==> config.mk <==
export PLATFORM = sky130hd
export DESIGN_NAME = diff_drive_move_controller_core
export DESIGN_NICKNAME = d
export VERILOG_FILES = /design/src/rtl/core/ddmc_pkg.sv /design/src/rtl/core/ddmc_engine.sv /design/src/rtl/core/diff_drive_move_controller_core.sv
export VERILOG_INCLUDE_DIRS = /design/src /design/src/rtl/core
export SDC_FILE = /design/constraint.sdc
export NUM_CORES = 1
export LEC_CHECK = 0
export BUFFER_PORTS_ARGS = -buffer_cell sky130_fd_sc_hd__buf_2
export CORE_MARGIN = 5
export CORE_UTILIZATION = 50
export CTS_BUF_LIST = sky130_fd_sc_hd__clkbuf_8
export DETAILED_ROUTE_END_ITERATION = 10
export MAX_ROUTING_LAYER = met4
export PLACE_DENSITY = 0.72
export SETUP_SLACK_MARGIN = 0.15
export SLEW_MARGIN = 20
export SYNTH_ARGS = -nofsm -noshare
export SYNTH_HDL_FRONTEND = slang
export SYNTH_SLANG_ARGS = --single-unit
==> constraint.sdc <==
create_clock -name clk -period 11.43 [get_ports clk]
set_input_delay 1.7145 -clock clk [delete_from_list [all_inputs] [get_ports clk]]
set_output_delay 1.7145 -clock clk [all_outputs]
set_load 0.02 [all_outputs]
==> src/rtl/core/diff_drive_move_controller_core_assert.svh <==
// Assertion macros used by the move controller top level.
`ifndef DIFF_DRIVE_MOVE_CONTROLLER_CORE_ASSERT_SVH
`define DIFF_DRIVE_MOVE_CONTROLLER_CORE_ASSERT_SVH

// Same-cycle implication, disabled during reset.
`define DDMC_ASSERT_SAME(name, clk, rst_n, ante, cons) \
    name: assert property (@(posedge clk) disable iff (!rst_n) (ante) |-> (cons)) \
        else $error("ddmc assertion failed");

// Next-cycle implication, disabled during reset.
`define DDMC_ASSERT_NEXT(name, clk, rst_n, ante, cons) \
    name: assert property (@(posedge clk) disable iff (!rst_n) (ante) |=> (cons)) \
        else $error("ddmc assertion failed");

`endif

==> src/rtl/core/ddmc_pkg.sv <==
// Types and constants of the two-wheel move controller.
package ddmc_pkg;

    localparam logic [1:0] OP_TICK     = 2'd0;
    localparam logic [1:0] OP_STRAIGHT = 2'd1;
    localparam logic [1:0] OP_TURN     = 2'd2;

    localparam logic [1:0] MODE_IDLE     = 2'd0;
    localparam logic [1:0] MODE_STRAIGHT = 2'd1;
    localparam logic [1:0] MODE_TURN     = 2'd2;

    localparam logic [2:0] REG_LEFT_DRIVE = 3'd0;
    localparam logic [2:0] REG_RIGHT_FAST = 3'd1;
    localparam logic [2:0] REG_RIGHT_SLOW = 3'd2;
    localparam logic [2:0] REG_TURN_TICKS = 3'd3;
    localparam logic [2:0] REG_PWM_PERIOD = 3'd4;

    localparam int CFG_DATA_W = 12;
    localparam int GOAL_W     = 27;

    // Turn goal is angle * ticks / 360 / 2, i.e. a floor divide by 720.
    localparam logic [GOAL_W-1:0] TURN_DIV = GOAL_W'(720);

    localparam logic [6:0]  RST_LEFT_DRIVE = 7'd35;
    localparam logic [6:0]  RST_RIGHT_FAST = 7'd40;
    localparam logic [6:0]  RST_RIGHT_SLOW = 7'd30;
    localparam logic [11:0] RST_TURN_TICKS = 12'd465;
    localparam logic [9:0]  RST_PWM_PERIOD = 10'd100;

    typedef struct packed {
        logic [6:0]  left_drive;
        logic [6:0]  right_fast;
        logic [6:0]  right_slow;
        logic [11:0] turn_ticks;
        logic [9:0]  pwm_period;
    } cfg_t;

    typedef struct packed {
        logic [1:0]  opcode;
        logic        left_a;
        logic        left_b;
        logic        right_a;
        logic        right_b;
        logic [14:0] target_value;
    } item_t;

    typedef struct packed {
        logic [9:0]         left_width;
        logic               left_reverse;
        logic [9:0]         right_width;
        logic               right_reverse;
        logic               move_done;
        logic               busy_res;
        logic signed [15:0] left_ticks;
        logic signed [15:0] right_ticks;
    } result_t;

endpackage

==> src/rtl/core/ddmc_engine.sv <==
// Encoder counters, move state and drive mapping for one transaction.
module ddmc_engine (
    input  logic             clk,
    input  logic             rst_n,
    input  logic             advance,
    input  ddmc_pkg::cfg_t   cfg,
    input  ddmc_pkg::item_t  item,
    output ddmc_pkg::result_t result
);
    import ddmc_pkg::*;

    logic [15:0]       left_count_reg, left_count_next;
    logic [15:0]       right_count_reg, right_count_next;
    logic              left_a_prev_reg, right_a_prev_reg;
    logic [1:0]        mode_reg, mode_next;
    logic [GOAL_W-1:0] goal_reg, goal_next;

    logic              is_start;
    logic [15:0]       left_tick, right_tick;
    logic [15:0]       left_inc;
    logic [GOAL_W-1:0] left_scaled;
    logic              reached;
    logic              done;
    logic signed [16:0] lc_ext, rc_ext, rc_neg;
    logic              lead;
    logic [6:0]        right_mag;
    logic [9:0]        rev_width;

    always_comb
    begin
        case (item.opcode)
            OP_STRAIGHT: is_start = 1'b1;
            OP_TURN:     is_start = 1'b1;
            default:     is_start = 1'b0;
        endcase
    end

    always_comb
    begin
        left_tick = left_count_reg;
        if (item.left_a && !left_a_prev_reg)
        begin
            left_tick = item.left_b ? left_count_reg - 16'd1 : left_count_reg + 16'd1;
        end
        right_tick = right_count_reg;
        if (item.right_a && !right_a_prev_reg)
        begin
            right_tick = item.right_b ? right_count_reg + 16'd1 : right_count_reg - 16'd1;
        end
    end

    // lc >= floor(P / 720) with lc >= 0 holds when (lc + 1) * 720 > P.
    assign left_inc    = {1'b0, left_tick[14:0]} + 16'd1;
    assign left_scaled = GOAL_W'(left_inc) * TURN_DIV;

    always_comb
    begin
        case (mode_reg)
            MODE_STRAIGHT: reached = !left_tick[15] && (left_tick[14:0] >= goal_reg[14:0]);
            MODE_TURN:     reached = !left_tick[15]
                                     && ((&left_tick[14:0]) || (left_scaled > goal_reg));
            default:       reached = 1'b0;
        endcase
    end

    always_comb
    begin
        done             = 1'b0;
        mode_next        = mode_reg;
        goal_next        = goal_reg;
        left_count_next  = left_tick;
        right_count_next = right_tick;
        if (is_start)
        begin
            left_count_next  = 16'd0;
            right_count_next = 16'd0;
            if (item.opcode == OP_STRAIGHT)
            begin
                mode_next = MODE_STRAIGHT;
                goal_next = GOAL_W'(item.target_value);
            end
            else
            begin
                mode_next = MODE_TURN;
                goal_next = GOAL_W'(item.target_value) * GOAL_W'(cfg.turn_ticks);
            end
        end
        else if (reached)
        begin
            mode_next = MODE_IDLE;
            done      = 1'b1;
        end
    end

    assign lc_ext = {left_count_next[15], left_count_next};
    assign rc_ext = {right_count_next[15], right_count_next};
    assign rc_neg = -rc_ext;

    always_comb
    begin
        case (mode_next)
            MODE_TURN: lead = lc_ext > rc_neg;
            default:   lead = lc_ext > rc_ext;
        endcase
    end

    assign right_mag = lead ? cfg.right_fast : cfg.right_slow;
    assign rev_width = (10'(right_mag) > cfg.pwm_period)
                       ? 10'd0 : cfg.pwm_period - 10'(right_mag);

    always_comb
    begin
        result.left_width    = 10'd0;
        result.left_reverse  = 1'b0;
        result.right_width   = 10'd0;
        result.right_reverse = 1'b0;
        case (mode_next)
            MODE_STRAIGHT:
            begin
                result.left_width  = 10'(cfg.left_drive);
                result.right_width = 10'(right_mag);
            end
            MODE_TURN:
            begin
                result.left_width    = 10'(cfg.left_drive);
                result.right_width   = rev_width;
                result.right_reverse = 1'b1;
            end
            default:
            begin
                result.left_width = 10'd0;
            end
        endcase
        result.move_done   = done;
        result.busy_res    = (mode_next != MODE_IDLE);
        result.left_ticks  = left_count_next;
        result.right_ticks = right_count_next;
    end

    always_ff @(posedge clk or negedge rst_n)
    begin
        if (!rst_n)
        begin
            left_count_reg   <= 16'd0;
            right_count_reg  <= 16'd0;
            left_a_prev_reg  <= 1'b0;
            right_a_prev_reg <= 1'b0;
            mode_reg         <= MODE_IDLE;
            goal_reg         <= '0;
        end
        else if (advance)
        begin
            left_count_reg   <= left_count_next;
            right_count_reg  <= right_count_next;
            left_a_prev_reg  <= item.left_a;
            right_a_prev_reg <= item.right_a;
            mode_reg         <= mode_next;
            goal_reg         <= goal_next;
        end
    end

endmodule

==> src/rtl/core/diff_drive_move_controller_core.sv <==
// Top level of the two-wheel move controller: handshake, registers and result stage.
//
//   channel  | handshake                | payload
//   ---------+--------------------------+--------------------------------------------
//   in       | in_valid / in_ready      | opcode, left_a, left_b, right_a, right_b,
//            |                          | target_value
//   out      | out_valid / out_ready    | left_width, left_reverse, right_width,
//            |                          | right_reverse, move_done, busy_res,
//            |                          | left_ticks, right_ticks
//   cfg      | cfg_we                   | cfg_index, cfg_data
//
// One transaction per cycle sustained while out_ready stays high; each passes the input stage, then the result stage.
// The counter, compare and drive logic sits between the input and result registers.
// Reset is asynchronous; it clears counts, move state and the configuration to defaults.
// With out_ready low the result holds, the input stage fills, then in_ready drops.
module diff_drive_move_controller_core (
    input  logic                   clk,
    input  logic                   rst_n,
    input  logic                   in_valid,
    output logic                   in_ready,
    input  logic [1:0]             opcode,
    input  logic                   left_a,
    input  logic                   left_b,
    input  logic                   right_a,
    input  logic                   right_b,
    input  logic [14:0]            target_value,
    output logic                   out_valid,
    input  logic                   out_ready,
    output logic [9:0]             left_width,
    output logic                   left_reverse,
    output logic [9:0]             right_width,
    output logic                   right_reverse,
    output logic                   move_done,
    output logic                   busy_res,
    output logic signed [15:0]     left_ticks,
    output logic signed [15:0]     right_ticks,
    input  logic                   cfg_we,
    input  logic [2:0]             cfg_index,
    input  logic [ddmc_pkg::CFG_DATA_W-1:0] cfg_data
);
    import ddmc_pkg::*;

    `include "diff_drive_move_controller_core_assert.svh"

    cfg_t    cfg_reg;
    item_t   item_reg;
    result_t result_reg;
    result_t step_result;
    logic    s1_valid_reg, s1_valid_next;
    logic    out_valid_reg, out_valid_next;
    logic    out_free;
    logic    advance;
    logic    in_take;

    assign out_free = !out_valid_reg || out_ready;
    assign advance  = s1_valid_reg && out_free;
    assign in_ready = !s1_valid_reg || out_free;
    assign in_take  = in_valid && in_ready;

    assign s1_valid_next  = in_take ? 1'b1 : (advance ? 1'b0 : s1_valid_reg);
    assign out_valid_next = advance ? 1'b1 : (out_ready ? 1'b0 : out_valid_reg);

    always_ff @(posedge clk or negedge rst_n)
    begin
        if (!rst_n)
        begin
            s1_valid_reg  <= 1'b0;
            out_valid_reg <= 1'b0;
        end
        else
        begin
            s1_valid_reg  <= s1_valid_next;
            out_valid_reg <= out_valid_next;
        end
    end

    always_ff @(posedge clk or negedge rst_n)
    begin
        if (!rst_n)
        begin
            cfg_reg.left_drive <= RST_LEFT_DRIVE;
            cfg_reg.right_fast <= RST_RIGHT_FAST;
            cfg_reg.right_slow <= RST_RIGHT_SLOW;
            cfg_reg.turn_ticks <= RST_TURN_TICKS;
            cfg_reg.pwm_period <= RST_PWM_PERIOD;
        end
        else if (cfg_we)
        begin
            case (cfg_index)
                REG_LEFT_DRIVE: cfg_reg.left_drive <= cfg_data[6:0];
                REG_RIGHT_FAST: cfg_reg.right_fast <= cfg_data[6:0];
                REG_RIGHT_SLOW: cfg_reg.right_slow <= cfg_data[6:0];
                REG_TURN_TICKS: cfg_reg.turn_ticks <= cfg_data[11:0];
                REG_PWM_PERIOD: cfg_reg.pwm_period <= cfg_data[9:0];
                default:        cfg_reg <= cfg_reg;
            endcase
        end
    end

    always_ff @(posedge clk)
    begin
        if (in_take)
        begin
            item_reg.opcode       <= opcode;
            item_reg.left_a       <= left_a;
            item_reg.left_b       <= left_b;
            item_reg.right_a      <= right_a;
            item_reg.right_b      <= right_b;
            item_reg.target_value <= target_value;
        end
        if (advance)
        begin
            result_reg <= step_result;
        end
    end

    ddmc_engine u_engine (
        .clk     (clk),
        .rst_n   (rst_n),
        .advance (advance),
        .cfg     (cfg_reg),
        .item    (item_reg),
        .result  (step_result)
    );

    assign out_valid     = out_valid_reg;
    assign left_width    = result_reg.left_width;
    assign left_reverse  = result_reg.left_reverse;
    assign right_width   = result_reg.right_width;
    assign right_reverse = result_reg.right_reverse;
    assign move_done     = result_reg.move_done;
    assign busy_res      = result_reg.busy_res;
    assign left_ticks    = result_reg.left_ticks;
    assign right_ticks   = result_reg.right_ticks;

    `DDMC_ASSERT_SAME(a_done_ends_move, clk, rst_n, out_valid_reg && result_reg.move_done, !result_reg.busy_res && (result_reg.left_width == 10'd0))
    `DDMC_ASSERT_SAME(a_idle_no_drive, clk, rst_n, out_valid_reg && !result_reg.busy_res, (result_reg.right_width == 10'd0) && !result_reg.right_reverse && !result_reg.left_reverse)
    `DDMC_ASSERT_NEXT(a_stage_holds, clk, rst_n, s1_valid_reg && !out_free, s1_valid_reg && $stable(item_reg))
    `DDMC_ASSERT_SAME(a_ready_when_empty, clk, rst_n, !s1_valid_reg, in_ready)

endmodule
==> metrics.txt <==
outcome=finished, final reports clean; Mean Syn Cell Area=approximately 9.5 µm²; Final Worst Setup Slack=about 630 ps; Vias=14200; initial DRC count=841; number of global-route vias before repair=roughly 14000; first-pass GRT wire length=around 71 mm; DR pass1 iterations=5; area delta synth->final=8.586%; CP max-delay cell=or4_4; crit end category=flip-flop; dpl ws=between 200 and 300 ps; clock latency on the worst-skew pair=approximately 500 ps; Worst Tran Pin Value=907.9 ps; final hold vios=0; Setup CP Type=flip-flop to flip-flop; CP Max Fanout=15; CORE AREA=around 37000 µm²; delay-heaviest family, CP=compound AO/OA/AOI/OAI gates; DR top layer=met4; Die Wd=slightly above 200 µm; post-synthesis sequential area ratio=approximately a quarter; NumNets Final=2451; row count=70; Post-DP HPWL=between 30 and 40 mm; Non-Filler Instances=roughly 2500; Vias/cell=roughly 5.6; initial antenna violation count=0; IO Pins=99; max reg flops=43; total CTS buffers=17; Max Freq=between 90 and 100 MHz; Buf/Inv on CP=6; Max Cap Viol=0; most frequent cells in the layout=inv_1, nand2_1, ha_1; clock skew=~26 ps; Worst EP arrival=11050 ps; clk root buf=clkbuf_8; crit path time final=10800 ps; DRC=0; Distinct cells, synth=90; fin crit share=between 90% and 100%; drt total wl=roughly 43 mm; main flop type after synthesis=dfrtp_1; clock sink count=approximately 180; setup TNS=0 ps; Routed Antenna Nets=0; Worst Hold Class=flip-flop to flip-flop; Met2 Wirelength=about 21 mm; clock tree from TritonCTS=yes; Max Slew Vio Count=0; asr flop ratio synth=between 50% and 60%; Post-synth EDFFs=73; post-synthesis register bit count=181; RSZ-0062 raised after global routing=false; routed wire length per instance=~17 µm; placed cell count=approximately 2500; share of layout cells above drive strength 1=a little over an eighth; largest net degree at the start of global routing=between 70 and 80; Syn. warnings=0; grt ovf=0; Relative slew margins=between 30 and 40%; final setup violation count=0; full die area=41150 µm²; Clock H-tree levels=4; routed wl met3=around 1.9 mm; multi-input logic area=between 10000 and 15000 µm²; Startpoint Class=flip-flop; most common cell after layout, fill and taps aside=inv_1; Synth Instances=~2000; clk buf depth=2; Initial Util=around 50%; FF/Latch Area=4917 µm²; max incr delay on CP=530 ps; final RePlAce weighted congestion=0.9015; CP Data Required Time=between 10000 and 15000 ps; Mapped Area=around 19000 µm²; Overall Global Routing Usage=a little over a fifth; Die Ht=~200 µm; Diodes inserted=0; M1 WL=just under 20 mm; Clock Pin Slew Worst Setup and Hold Paths=approximately 120 ps; number of I/O port buffers=94; Filler cells=~3300
[worst paths after layout]
kind                                 startpoint                           to  slack (ps)  cells after the start
setup reg to reg                   item_reg[17]               right_width[3]         630                     50
hold reg to reg            u_engine.goal_reg[4]         u_engine.goal_reg[4]         500                      2
hold / removal             u_engine.goal_reg[4]         u_engine.goal_reg[4]         500                      2
max in group asynchronous                 rst_n                  cfg_reg[19]        8980                      2
min in group asynchronous                 rst_n  u_engine.right_count_reg[4]        1330                      1
setup / recovery                   item_reg[17]               right_width[3]         630                     50
[cells in the mapped netlist (50+ instances only)]
cell type	count	area, µm²
fa_1	151	3023
mux2_2	54	608.1
o21ai_0	75	375.4
and2_1	65	406.6
xnor2_1	59	516.8
a21o_1	50	375.4
ha_1	223	2790
dfrtp_1	91	2277
inv_1	267	1002
nand2_1	247	927.1
nor2_1	70	262.8
edfxtp_1	73	2192
a21oi_1	74	370.4
[worst min-delay path, cell delays in order, from the launching register on]
cell	delay, ps
dfrtp_1	360
nand2_1	50
o21ai_0	60
[metal layers]
layer  global-route usage, %  vias up
met2                   35.90      321
li1                        -     6799
met3                   3.258       61
met5                       -        -
met1                   28.04     7019
met4                   5.456        0
[final cells by class]
class / count / area share, %
Multi-Input combinational cell: 1446 / 62.29
Sequential cell: 181 / 24.35
Inverter: 270 / 5.019
Timing Repair Buffer: 120 / 3.371
Tap cell: 468 / 2.900
Clock buffer: 17 / 1.159
Clock inverter: 15 / 0.9109
[what timing repair did]
action,4_1_cts,5_1_grt
hold buffers,0,0
setup buffers,0,8
setup endpoints to repair,0,10
gates resized for setup,0,31
[per-stage QoR]
step                hold WS (ps)  cell area, µm²  util, %
CTS                        501.2           19970    54.42
detailed placement         478.4           19550    53.28
global placement           466.4           19550    53.28
floorplan                  448.5           18610        -
global route               521.0           20190    55.02
finish                     504.6           20190    55.02
[cells by family (layout without fill, tap and decap cells)]
group | after synthesis | count (layout) | share of synthesized area (%)
multiplexers | 68 | 68 | 4.024
flip-flops | 181 | 181 | 26.44
buffers and inverters | 329 | 422 | 6.742
other | 1 | 4 | 0.02017
XOR/XNOR | 82 | 82 | 3.862
AND/OR/NAND/NOR | 566 | 566 | 15.02
AO/OA/AOI/OAI | 352 | 352 | 12.64
adder cells (fa/ha/maj) | 374 | 374 | 31.26
Power is not shown: default switching activity piles up to over one toggle a cycle in this logic, so the estimate is an artifact.
